[src/hw/rtl/dwc_pkg.sv]
// dwc_pkg: types, codes, defaults and helpers for the depthwise conv stream core.
// No dependencies; used by the core, dwc_csr and dwc_checker.
package dwc_pkg;

   localparam int MAX_WIDTH_DEF    = 1024;
   localparam int MAX_KERNEL_DEF   = 5;
   localparam int MAX_DILATION_DEF = 2;

   localparam int RECIP_SHIFT = 20;

   typedef enum logic [1:0] {
      CMD_WEIGHT = 2'd0,
      CMD_BIAS   = 2'd1,
      CMD_PIXEL  = 2'd2
   } cmd_type;

   typedef enum logic [2:0] {
      REG_PLANE_WIDTH   = 3'd0,
      REG_KERNEL_WIDTH  = 3'd1,
      REG_KERNEL_HEIGHT = 3'd2,
      REG_DILATION_X    = 3'd3,
      REG_DILATION_Y    = 3'd4,
      REG_STEP_X        = 3'd5,
      REG_STEP_Y        = 3'd6,
      REG_RESULT_SHIFT  = 3'd7
   } reg_idx_type;

   typedef enum logic [2:0] {
      ST_CLEAR,
      ST_IDLE,
      ST_CHECK,
      ST_DECIDE,
      ST_READ,
      ST_DRAIN,
      ST_FINISH
   } state_type;

   typedef struct packed {
      logic [10:0] plane_width;
      logic [2:0]  kernel_width;
      logic [2:0]  kernel_height;
      logic [1:0]  dilation_x;
      logic [1:0]  dilation_y;
      logic [2:0]  step_x;
      logic [2:0]  step_y;
      logic [4:0]  result_shift;
   } cfg_type;

   // floor(2^20 / d) + 1: exact quotient for 16-bit numerators, divisors 1..7
   function automatic logic [20:0] recip(input logic [2:0] d);
      logic [20:0] m;
      unique case (d)
         3'd2:    m = 21'd524289;
         3'd3:    m = 21'd349526;
         3'd4:    m = 21'd262145;
         3'd5:    m = 21'd209716;
         3'd6:    m = 21'd174763;
         3'd7:    m = 21'd149797;
         default: m = 21'd1048577;
      endcase
      return m;
   endfunction

endpackage

[src/hw/rtl/dwc_csr.sv]
// dwc_csr: APB-style register bank holding the convolution geometry and shift.
// Depends on dwc_pkg.
module dwc_csr (
   input  logic             clock,
   input  logic             reset,
   input  logic             psel,
   input  logic             penable,
   input  logic             pwrite,
   input  logic [4:0]       paddr,
   input  logic [31:0]      pwdata,
   output logic [31:0]      prdata,
   output logic             pready,
   output dwc_pkg::cfg_type cfg
);

   dwc_pkg::cfg_type cfg_ff;
   dwc_pkg::reg_idx_type idx;
   logic wr;

   assign pready = 1'b1;
   assign idx    = dwc_pkg::reg_idx_type'(paddr[4:2]);
   assign wr     = psel && penable && pwrite;
   assign cfg    = cfg_ff;

   always_ff @(posedge clock) begin
      if (reset) begin
         cfg_ff.plane_width   <= 11'd1;
         cfg_ff.kernel_width  <= 3'd3;
         cfg_ff.kernel_height <= 3'd3;
         cfg_ff.dilation_x    <= 2'd1;
         cfg_ff.dilation_y    <= 2'd1;
         cfg_ff.step_x        <= 3'd1;
         cfg_ff.step_y        <= 3'd1;
         cfg_ff.result_shift  <= 5'd8;
      end else if (wr) begin
         unique case (idx)
            dwc_pkg::REG_PLANE_WIDTH:   cfg_ff.plane_width   <= pwdata[10:0];
            dwc_pkg::REG_KERNEL_WIDTH:  cfg_ff.kernel_width  <= pwdata[2:0];
            dwc_pkg::REG_KERNEL_HEIGHT: cfg_ff.kernel_height <= pwdata[2:0];
            dwc_pkg::REG_DILATION_X:    cfg_ff.dilation_x    <= pwdata[1:0];
            dwc_pkg::REG_DILATION_Y:    cfg_ff.dilation_y    <= pwdata[1:0];
            dwc_pkg::REG_STEP_X:        cfg_ff.step_x        <= pwdata[2:0];
            dwc_pkg::REG_STEP_Y:        cfg_ff.step_y        <= pwdata[2:0];
            dwc_pkg::REG_RESULT_SHIFT:  cfg_ff.result_shift  <= pwdata[4:0];
         endcase
      end
   end

   always_comb begin
      unique case (idx)
         dwc_pkg::REG_PLANE_WIDTH:   prdata = {21'd0, cfg_ff.plane_width};
         dwc_pkg::REG_KERNEL_WIDTH:  prdata = {29'd0, cfg_ff.kernel_width};
         dwc_pkg::REG_KERNEL_HEIGHT: prdata = {29'd0, cfg_ff.kernel_height};
         dwc_pkg::REG_DILATION_X:    prdata = {30'd0, cfg_ff.dilation_x};
         dwc_pkg::REG_DILATION_Y:    prdata = {30'd0, cfg_ff.dilation_y};
         dwc_pkg::REG_STEP_X:        prdata = {29'd0, cfg_ff.step_x};
         dwc_pkg::REG_STEP_Y:        prdata = {29'd0, cfg_ff.step_y};
         dwc_pkg::REG_RESULT_SHIFT:  prdata = {27'd0, cfg_ff.result_shift};
      endcase
   end

endmodule

[config.mk]
export PLATFORM = sky130hd
export DESIGN_NAME = dwc_csr
export DESIGN_NICKNAME = d
export VERILOG_FILES = /design/src/hw/rtl/dwc_pkg.sv /design/src/hw/rtl/dwc_csr.sv
export SDC_FILE = /design/constraint.sdc
export NUM_CORES = 1
export LEC_CHECK = 0
export CORE_ASPECT_RATIO = 0.6
export CORE_UTILIZATION = 50
export CTS_CLUSTER_DIAMETER = 150
export DETAILED_ROUTE_END_ITERATION = 16
export DONT_BUFFER_PORTS = 1
export PLACE_DENSITY = 0.65
export REMOVE_ABC_BUFFERS = 1
export SETUP_SLACK_MARGIN = 0.4
export SKIP_CTS_REPAIR_TIMING = 1
export SLEW_MARGIN = 5
export SYNTH_ARGS = -nofsm -noshare
export SYNTH_HDL_FRONTEND = slang
export SYNTH_SLANG_ARGS = --single-unit
[constraint.sdc]
create_clock -name clock -period 1.2 [get_ports clock]
set_input_delay 0 -clock clock [delete_from_list [all_inputs] [get_ports clock]]
set_output_delay 0 -clock clock [all_outputs]
set_load 0.01 [all_outputs]
After elaboration in Yosys (flattened, before gate mapping)
Cells that the tools add are included.
{"block": "word_totals", "ff_bits": 32, "latch_bits": 0, "ramBits": 0, "rom_bits": 0, "in_bits": 42, "out_inout_bits": 65, "wordCells": 27, "mem_count": 0}
{"block": "op_classes", "add_sub_neg": 0, "mul": 0, "div_mod_pow": 0, "magnitude_cmp": 0, "eq_ne": 7, "shift": 0, "mux": 1, "n_bitwise": 0, "reduce_logical": 11}
{"operator": "32-bit case mux with 8 select lines", "count": 1}
{"operator": "2-bit AND reduction", "count": 8}
{"operator": "3-bit == test (second input constant)", "count": 4}
{"operator": "3-bit by 2-bit == test with 1-bit output (second input constant)", "count": 2}
{"operator": "3-bit by 1-bit == test with 1-bit output (second input constant)", "count": 1}
{"operator": "3-bit logical NOT", "count": 1}
{"operator": "1-bit logical AND", "count": 2}

Depth between registers and ports, before layout
Gate-level depths: netlist of run 1.
{"block": "depth", "ltp_word": 3, "mapped_depth": 5}

Worst setup path before layout of run 1
No wires, ideal clock.
{"block": "synth_timing", "path_type": "reg2out", "from": "reg cfg_ff, in the netlist cfg[8]", "to": "out prdata[0]", "arrival_time_ps": 974, "t_required_ps": 1200, "slack_ps": 226, "path_stages_with_launch": 4, "n_path_buf": 0, "cell_sequence": "dfxtp_1 > mux2_2 > a221oi_1 > a31oi_1"}
{"block": "synth_via", "elab_chain_len": 1}
{"element": "start: declaration", "line": "dwc_csr.sv:16", "text": "dwc_pkg::cfg_type cfg_ff;"}
{"element": "32-bit case mux with 8 select lines", "line": "dwc_csr.sv:50", "text": "unique case (idx)"}
{"element": "end: declaration", "line": "dwc_csr.sv:11", "text": "output logic [31:0] prdata,"}
No other way between the ends. The select of a mux whose other input is x is not followed.

Final worst setup path of run 1
{"block": "layout_timing", "from": "reg cfg_ff, in the netlist cfg[5]", "to": "out prdata[0]"}
Same word-level chain as after synthesis.

==> results.sh, run 1 <==
export IMPL_grt_pass1_vias=1249
export IMPL_cts_sinks=32
export IMPL_top_usage_layer="met2"
export IMPL_die_w_um=79.9
export IMPL_layout_nets=239
export IMPL_synth_edff_count=0
export IMPL_clk_latency_ns=0.28
export IMPL_netlist_area_leader_share_pct=35.2
export IMPL_cts_buffer_depth=2
export IMPL_cp_arrival_ns=1.29
export IMPL_synthSimpleGateAreaFrac_pct=23.1
export IMPL_power_per_cell_area_nw_per_um2=1050
export IMPL_hold_depth=1
export IMPL_synthXorXnorAreaFrac_pct=0
export IMPL_final_common_cell="mux2i_1"
export IMPL_core_area_um2=3360
export IMPL_wl_per_cell_um=17.1
export IMPL_largest_reg_flops=32
export IMPL_portBuffers=0
export IMPL_die_h_um=48.7
export IMPL_fin_util_pct=58.9
export IMPL_area_delta_synth_final_pct=8.87
export IMPL_antenna_diode_count=0
export IMPL_path_depth=3
export IMPL_via_per_inst=5.55
export IMPL_dr_first_iter_drc_count=90
export IMPL_path_clk_slew_ns=0.06
export IMPL_drt_total_wl_um=4150
export IMPL_power_mw=2.08
export IMPL_r2r_start="cfg[18]"
export IMPL_root_buffer="clkbuf_8"
export IMPL_ios=107
export IMPL_hp_class="in2reg"
export IMPL_critPathKind="reg2out"
export IMPL_min_from="reset"
export IMPL_synth_fa_ha_area_share_pct=0
export IMPL_htreeDepth=2
export IMPL_max_freq_ghz=0.775
export IMPL_outcome="finished with violations"
export IMPL_grt_usage_pct=22.1
export IMPL_cts_tree="built"
export IMPL_critPathTopFamily="flip-flops"
export IMPL_vias=1349
export IMPL_start_util_pct=54.1
export IMPL_yosysWarnings=0
export IMPL_leakagePower_nw=0.883
export IMPL_ys_ff_latch=32
export IMPL_overflow=0
export IMPL_whs_ns=-0.227
export IMPL_finalHoldViolCount=32
export IMPL_cp_required_ns=1.20
export IMPL_post_dp_hpwl_um=2940
export IMPL_violations="negative hold slack, negative setup slack"
export IMPL_synth_top_family_by_area="simple AND/OR/NAND/NOR gates"
export IMPL_route_detailed_drc=0
export IMPL_syn_area_um2=1820
export IMPL_synth_ff_type="dfxtp_1"
export IMPL_timing_final_crit_share_pct=108
export IMPL_startpoint="cfg[5]"
export IMPL_grt_pass1_wl_um=6490
export IMPL_tightest_slew_ns=0.519
export IMPL_drive_above_1_share_pct=28.3
export IMPL_cp_cell_sequence="mux2_2 > nand3_1 > a31oi_1"
export IMPL_slew_violations=0
export IMPL_synth_largest_area_cell="dfxtp_1"
export IMPL_cp_start_kind="flop"
export IMPL_peakVddDrop_uv=517
export IMPL_rsz0062_at_grt="true"
export IMPL_setup_violations_final=2
export IMPL_avgSynthCellArea_um2=9.33
export IMPL_synth_mux_area_share_pct=18.4
export IMPL_antenna_found_initial=0
export IMPL_finalWeightedCongestion=0.766
export IMPL_synthArstFlopShare_pct=0
export IMPL_synth_area_leaders="dfxtp_1, mux2i_1, buf_4"
export IMPL_numCtsBuffers=5
export IMPL_met3_usage_pct=10.4
export IMPL_layout_min_cycle_time_ns=1.29
export IMPL_cp_max_fo=3
export IMPL_critical_path_max_stage_delay_ns=0.41
export IMPL_use_met1_pct=29.5
export IMPL_grtUsageMet2_pct=32.9
export IMPL_grt_max_degree=40
export IMPL_fin_worst_skew_ns=0
export IMPL_synth_compound_area_share_pct=9.08
export IMPL_worstRegToRegCells=3
export IMPL_die_area_um2=3890
export IMPL_cp_slowest_cell="dfxtp_1"
export IMPL_maxCapViolations=0
export IMPL_layout_common_cells="mux2i_1, conb_1, nand2b_1, nor2_1"
export IMPL_row_count=16
export IMPL_synthCells=195
export IMPL_first_pass_iters=4
export IMPL_fin_ws_ns=-0.0902
export IMPL_endpoint_kind="output pin"
export IMPL_ys_types=32
export IMPL_max_slew_margin_pct=65.3
export IMPL_critPathBufInv=0
export IMPL_route_antenna_remaining_nets=0
export IMPL_yosysSeqAreaShare_pct=35.2
==> per-layer routing <==
metal  wire, um  share of wire, %  up-vias
met5          0                 0        -
met4         64               1.5        0
met3        348               8.4        7
met2       1920                46       50
met1       1810                44      650
li1           -                 -      642
==> through the flow <==
stage               setup TNS, ns  cells  setup slack [ns]  area, um^2
global placement                0    233             0.169        1750
finish                     -0.154    243           -0.0902        1980
global route               -0.237    243            -0.150        1980
detailed placement              0    233             0.172        1750
floorplan                       0    181             0.189        1640
CTS                        -0.254    241            -0.138        1840
==> kinds of logic (layout without fill, tap and decap cells) <==
family	Yosys count	in the layout
simple gates	70	70
buf+inv	34	17
flops	32	32
mux	33	33
compound gates	24	24
other cells	2	22
==> synth_stat cells (2+ instances only) <==
library cell and n:
a22o_1 2, nand2b_1 20, buf_4 26, and2_1 6
dfxtp_1 32, mux2_2 4, buf_2 2, nand3_1 10
a221oi_1 2, and2b_1 2, clkbuf_1 3, mux2i_1 29
and3_1 2, nor2_1 15, buf_6 3, a21oi_1 9
nand2_1 4, conb_1 2, nand2_4 2, o2bb2ai_1 2
o31ai_1 7
==> power breakdown <==
group	total [mW]	internal (mW)	leakage (nW)	switching, mW
Sequential	1.06	1.05	0.267	0.0104
Clock	0.854	0.467	0.0455	0.386
Combinational	0.167	0.0696	0.570	0.0974
==> final timing paths <==
path / endpoint / slack, ns
max: prdata[0] / -0.09
min: cfg[28] / -0.23
max reg2reg: cfg[18] / 0.46
min reg2reg: cfg[31] / 0.50
==> layout make-up <==
| class | instances | area (um^2) |
|---|---|---|
| repair buffers | 9 | 76.3 |
| flip-flops and latches | 32 | 686 |
| fillers | 306 | 1380 |
| well taps | 45 | 56.3 |
| clock buffers | 8 | 90.1 |
| multi-input cells | 149 | 1070 |
Power figures use the tool's default switching activity.
==> inputs of run 2 (changes only) <==
--- a/config.mk
+++ b/config.mk
@@ -6,11 +6,11 @@
 export NUM_CORES = 1
 export LEC_CHECK = 0
 export CORE_ASPECT_RATIO = 0.6
-export CORE_UTILIZATION = 50
+export CORE_UTILIZATION = 60
 export CTS_CLUSTER_DIAMETER = 150
 export DETAILED_ROUTE_END_ITERATION = 16
 export DONT_BUFFER_PORTS = 1
-export PLACE_DENSITY = 0.65
+export PLACE_DENSITY = 0.76
 export REMOVE_ABC_BUFFERS = 1
 export SETUP_SLACK_MARGIN = 0.4
 export SKIP_CTS_REPAIR_TIMING = 1
==> results.sh, run 2 (synthesis gave the netlist of run 1 again) <==
export IMPL_outcome="finished with violations"
export IMPL_violations="design-rule violations, negative hold slack, negative setup slack"
export IMPL_drt_total_wl_um=4300
export IMPL_cts_tree="built"
export IMPL_area_delta_synth_final_pct=10.4
export IMPL_post_dp_hpwl_um=2950
export IMPL_fin_worst_skew_ns=0
export IMPL_setup_violations_final=2
export IMPL_finalHoldViolCount=32
export IMPL_core_area_um2=2870
export IMPL_fin_cells=239
export IMPL_p_clk_share_pct=40.8
export IMPL_cp_max_fo=2
export IMPL_worstRegToRegCells=4
export IMPL_internal_power_mw=1.59
export IMPL_cp_start_kind="flop"
export IMPL_max_slew_margin_pct=59.8
export IMPL_antenna_diode_count=0
export IMPL_slew_violations=0
export IMPL_endpoint_kind="output pin"
export IMPL_route_detailed_drc=1
export IMPL_hp_class="in2reg"
export IMPL_maxCapViolations=0
export IMPL_power_per_cell_area_nw_per_um2=1040
export IMPL_max_freq_ghz=0.754
export IMPL_cp_required_ns=1.20
export IMPL_route_antenna_remaining_nets=0
export IMPL_critical_path_max_stage_delay_ns=0.32
export IMPL_ios=107
export IMPL_first_pass_iters=14
export IMPL_row_count=15
export IMPL_peakVddDrop_uv=699
export IMPL_r2r_end="cfg[18]"
export IMPL_timing_final_crit_share_pct=111
export IMPL_p_sw_share_pct=23.8
export IMPL_overflow=0
export IMPL_cts_buffer_depth=2
export IMPL_whs_ns=-0.220
export IMPL_root_buffer="clkbuf_8"
export IMPL_cp_cell_sequence="mux2_4 > a221oi_4 > a31oi_4"
export IMPL_p_comb_share_pct=8.6
export IMPL_largest_reg_flops=32
export IMPL_r2r_slack_ns=0.37
export IMPL_cp_arrival_ns=1.33
export IMPL_drive_above_1_share_pct=27.4
export IMPL_antenna_found_initial=0
export IMPL_via_per_inst=5.86
export IMPL_vias=1401
export IMPL_die_area_um2=3260
export IMPL_grt_usage_pct=24.8
export IMPL_min_from="reset"
export IMPL_path_clk_slew_ns=0.07
export IMPL_layout_nets=238
export IMPL_finalWeightedCongestion=0.833
export IMPL_p_sw_uw=497
export IMPL_grt_pass1_vias=1257
export IMPL_layout_common_cells="mux2i_1, conb_1, nand2b_1, nor2_1"
export IMPL_wl_per_cell_um=18.0
export IMPL_grt_max_degree=40
export IMPL_die_w_um=73.1
export IMPL_tightest_slew_ns=0.601
export IMPL_leakagePower_nw=0.895
export IMPL_rsz0062_at_grt="true"
export IMPL_grt_pass1_wl_um=6000
export IMPL_dp_cells=227
export IMPL_hold_depth=1
export IMPL_die_h_um=44.7
export IMPL_layout_min_cycle_time_ns=1.33
export IMPL_clk_latency_ns=0.27
export IMPL_portBuffers=0
export IMPL_power_frac_seq_pct=50.7
export IMPL_hold_end="cfg[29]"
export IMPL_cts_sinks=32
export IMPL_r2r_start="cfg[18]"
export IMPL_start_util_pct=63.4
export IMPL_critPathBufInv=0
export IMPL_final_common_cell="mux2i_1"
export IMPL_htreeDepth=2
export IMPL_critPathKind="reg2out"
export IMPL_fin_ws_ns=-0.127
export IMPL_cp_slowest_cell="dfxtp_2"
export IMPL_numCtsBuffers=5
export IMPL_dr_first_iter_drc_count=90
export IMPL_critPathTopFamily="compound AO/OA/AOI/OAI gates"
## run 2: worst reg2reg max path: stages, from the launching register on
cell     delay (ns)
dfxtp_2        0.32
buf_4          0.13
buf_6          0.12
nor2_4         0.06
mux2i_1        0.06
## run 2: worst max path at each step
stage	start	end	slack, ns	cells after the start
after CTS	cfg[18]	prdata[0]	-0.20	3
final	cfg[18]	prdata[0]	-0.13	3
after detailed placement	cfg[18]	prdata[0]	0.11	3
after global routing	cfg[18]	prdata[0]	-0.17	3
after global placement	cfg[8]	prdata[0]	0.11	3
after floorplan	paddr[3]	cfg[8]	0.19	3
## run 2: power groups by stage
stage                     sequential (mW)  combinational, mW  clock (mW)
final                                1.06              0.179       0.850
after global routing                 1.06              0.192       0.908
after CTS                            1.08              0.149       0.846
after detailed placement             1.10              0.148           0
after global placement               1.10              0.144           0
after floorplan                      1.10              0.125           0
## run 2: layout make-up
class                   instances  area (um^2)
fillers                       215          863
multi-input cells             149         1090
clock buffers                   8         90.1
well taps                      42         52.6
repair buffers                  8         75.1
flip-flops and latches         32          696
## run 2: layer usage
metal | global-route usage (%) | wire length (um) | up-vias
met2 | 42.2 | 2060 | 71
met5 | 0 | 0 | -
met1 | 30.7 | 1840 | 694
met3 | 7.74 | 341 | 7
met4 | 6.67 | 48 | 0
li1 | - | - | 629
## run 2: per-stage QoR
| step | cell area, um^2 | total power [mW] | TNS (ns) | utilization, % | setup WS (ns) |
|---|---|---|---|---|---|
| after floorplan | 1640 | 1.23 | 0 | - | 0.189 |
| after global placement | 1730 | 1.25 | 0 | 60.1 | 0.105 |
| after detailed placement | 1730 | 1.25 | 0 | 60.1 | 0.111 |
| after CTS | 1820 | 2.08 | -0.304 | 63.3 | -0.196 |
| after global routing | 2010 | 2.16 | -0.280 | 69.9 | -0.173 |
| final | 2010 | 2.08 | -0.171 | 69.9 | -0.127 |
==> inputs of run 3 (changes only) <==
--- a/config.mk
+++ b/config.mk
@@ -5,12 +5,12 @@
 export SDC_FILE = /design/constraint.sdc
 export NUM_CORES = 1
 export LEC_CHECK = 0
-export CORE_ASPECT_RATIO = 0.6
-export CORE_UTILIZATION = 60
+export CORE_ASPECT_RATIO = 0.75
+export CORE_UTILIZATION = 39
 export CTS_CLUSTER_DIAMETER = 150
 export DETAILED_ROUTE_END_ITERATION = 16
 export DONT_BUFFER_PORTS = 1
-export PLACE_DENSITY = 0.76
+export PLACE_DENSITY = 0.53
 export REMOVE_ABC_BUFFERS = 1
 export SETUP_SLACK_MARGIN = 0.4
 export SKIP_CTS_REPAIR_TIMING = 1
==> results.sh, run 3 (synthesis gave the netlist of run 1 again) <==
export IMPL_drt_total_wl_um=4500
export IMPL_via_per_inst=5.15
export IMPL_grt_max_degree=40
export IMPL_start_util_pct=40.7
export IMPL_max_freq_ghz=0.767
export IMPL_rsz0062_at_grt="true"
export IMPL_maxCapViolations=0
export IMPL_row_count=21
export IMPL_fillers=424
export IMPL_ios=107
export IMPL_max_slew_margin_pct=58.1
export IMPL_hold_end="cfg[31]"
export IMPL_outcome="finished with violations"
export IMPL_layout_common_cells="mux2i_1, conb_1, nand2b_1, nor2_1, dfxtp_1"
export IMPL_r2r_slack_ns=0.43
export IMPL_fin_worst_skew_ns=0
export IMPL_cp_arrival_ns=1.30
export IMPL_cp_required_ns=1.20
export IMPL_hp_class="in2reg"
export IMPL_drive_above_1_share_pct=27.4
export IMPL_grt_usage_pct=18.0
export IMPL_grt_pass1_vias=1195
export IMPL_regArea_um2=688
export IMPL_die_w_um=80.9
export IMPL_route_detailed_drc=0
export IMPL_leakagePower_nw=0.910
export IMPL_numCtsBuffers=5
export IMPL_slew_violations=0
export IMPL_die_h_um=61.2
export IMPL_violations="negative hold slack, negative setup slack"
export IMPL_hold_depth=1
export IMPL_first_pass_iters=4
export IMPL_final_common_cell="mux2i_1"
export IMPL_antenna_diode_count=0
export IMPL_peakVddDrop_uv=677
export IMPL_r2r_end="cfg[8]"
export IMPL_cts_tree="built"
export IMPL_grt_pass1_wl_um=6410
export IMPL_path_clk_slew_ns=0.07
export IMPL_wl_per_cell_um=17.7
export IMPL_portBuffers=0
export IMPL_dr_first_iter_drc_count=75
export IMPL_setup_tns_ns=-0.184
export IMPL_tightest_slew_ns=0.626
export IMPL_cts_buffer_depth=2
export IMPL_multi_input_area_um2=1100
export IMPL_whs_ns=-0.225
export IMPL_setup_violations_final=2
export IMPL_post_dp_hpwl_um=3100
export IMPL_finalHoldViolCount=32
export IMPL_min_from="reset"
export IMPL_largest_reg_flops=32
export IMPL_layout_nets=238
export IMPL_worstRegToRegCells=3
export IMPL_fin_area_um2=2050
export IMPL_die_area_um2=4940
export IMPL_route_antenna_remaining_nets=0
export IMPL_finalWeightedCongestion=0.775
export IMPL_placed_area_um2=1760
export IMPL_area_delta_synth_final_pct=12.6
export IMPL_fin_ws_ns=-0.104
export IMPL_vias=1307
export IMPL_power_mw=2.38
export IMPL_power_per_cell_area_nw_per_um2=1160
export IMPL_cts_sinks=32
export IMPL_root_buffer="clkbuf_8"
export IMPL_critPathKind="reg2out"
export IMPL_cp_start_kind="flop"
export IMPL_cp_max_fo=2
export IMPL_core_area_um2=4470
export IMPL_endpoint_kind="output pin"
export IMPL_clk_latency_ns=0.28
export IMPL_r2r_start="cfg[8]"
export IMPL_overflow=0
export IMPL_htreeDepth=2
export IMPL_antenna_found_initial=0
export IMPL_timing_final_crit_share_pct=109
export IMPL_fin_util_pct=45.9
export IMPL_layout_min_cycle_time_ns=1.30
run 3: power breakdown:
part / internal, mW / switching, mW / total (mW)
logic: 0.0781 / 0.102 / 0.181
clock network: 0.733 / 0.405 / 1.14
registers: 1.05 / 0.0103 / 1.06
run 3: worst max-delay path by stage:
stage / slack, ns / depth (start not counted) / end / from
6_report: -0.10 / 3 / prdata[0] / cfg[18]
5_1_grt: -0.15 / 3 / prdata[0] / cfg[18]
4_1_cts: -0.22 / 3 / prdata[0] / cfg[8]
3_5_place_dp: 0.1 / 3 / prdata[0] / cfg[8]
3_3_place_gp: 0.1 / 3 / prdata[0] / cfg[8]
2_1_floorplan: 0.19 / 3 / cfg[8] / paddr[3]
run 3: cell type report:
class                      count  area share (%)
multi-input combinational    149            53.6
tap                           57            3.48
timing repair buffer           8            3.18
clock inverter                 1            1.47
sequential                    32            33.6
clock buffer                   7            4.70
run 3: critical path: stages (launching register included):
cell      delay [ns]
dfxtp_1         0.31
mux2_4          0.28
a221oi_4        0.29
a31oi_4         0.14
run 3: metal layers:
layer,up-vias,routed length [um],share of wire (%),global-route usage (%)
met3,5,314,7.0,6.07
met2,52,2030,45,26.8
met1,618,2120,47,24.4
met5,-,0,0,0
li1,632,-,-,-
met4,0,40,0.89,6.12
run 3: stage by stage:
stage	instances	worst slack, ns	hold slack, ns
floorplan	181	0.189	0.0691
global placement	244	0.0958	0.0722
detailed placement	244	0.0958	0.0756
CTS	252	-0.223	-0.226
global route	254	-0.149	-0.239
finish	254	-0.104	-0.225
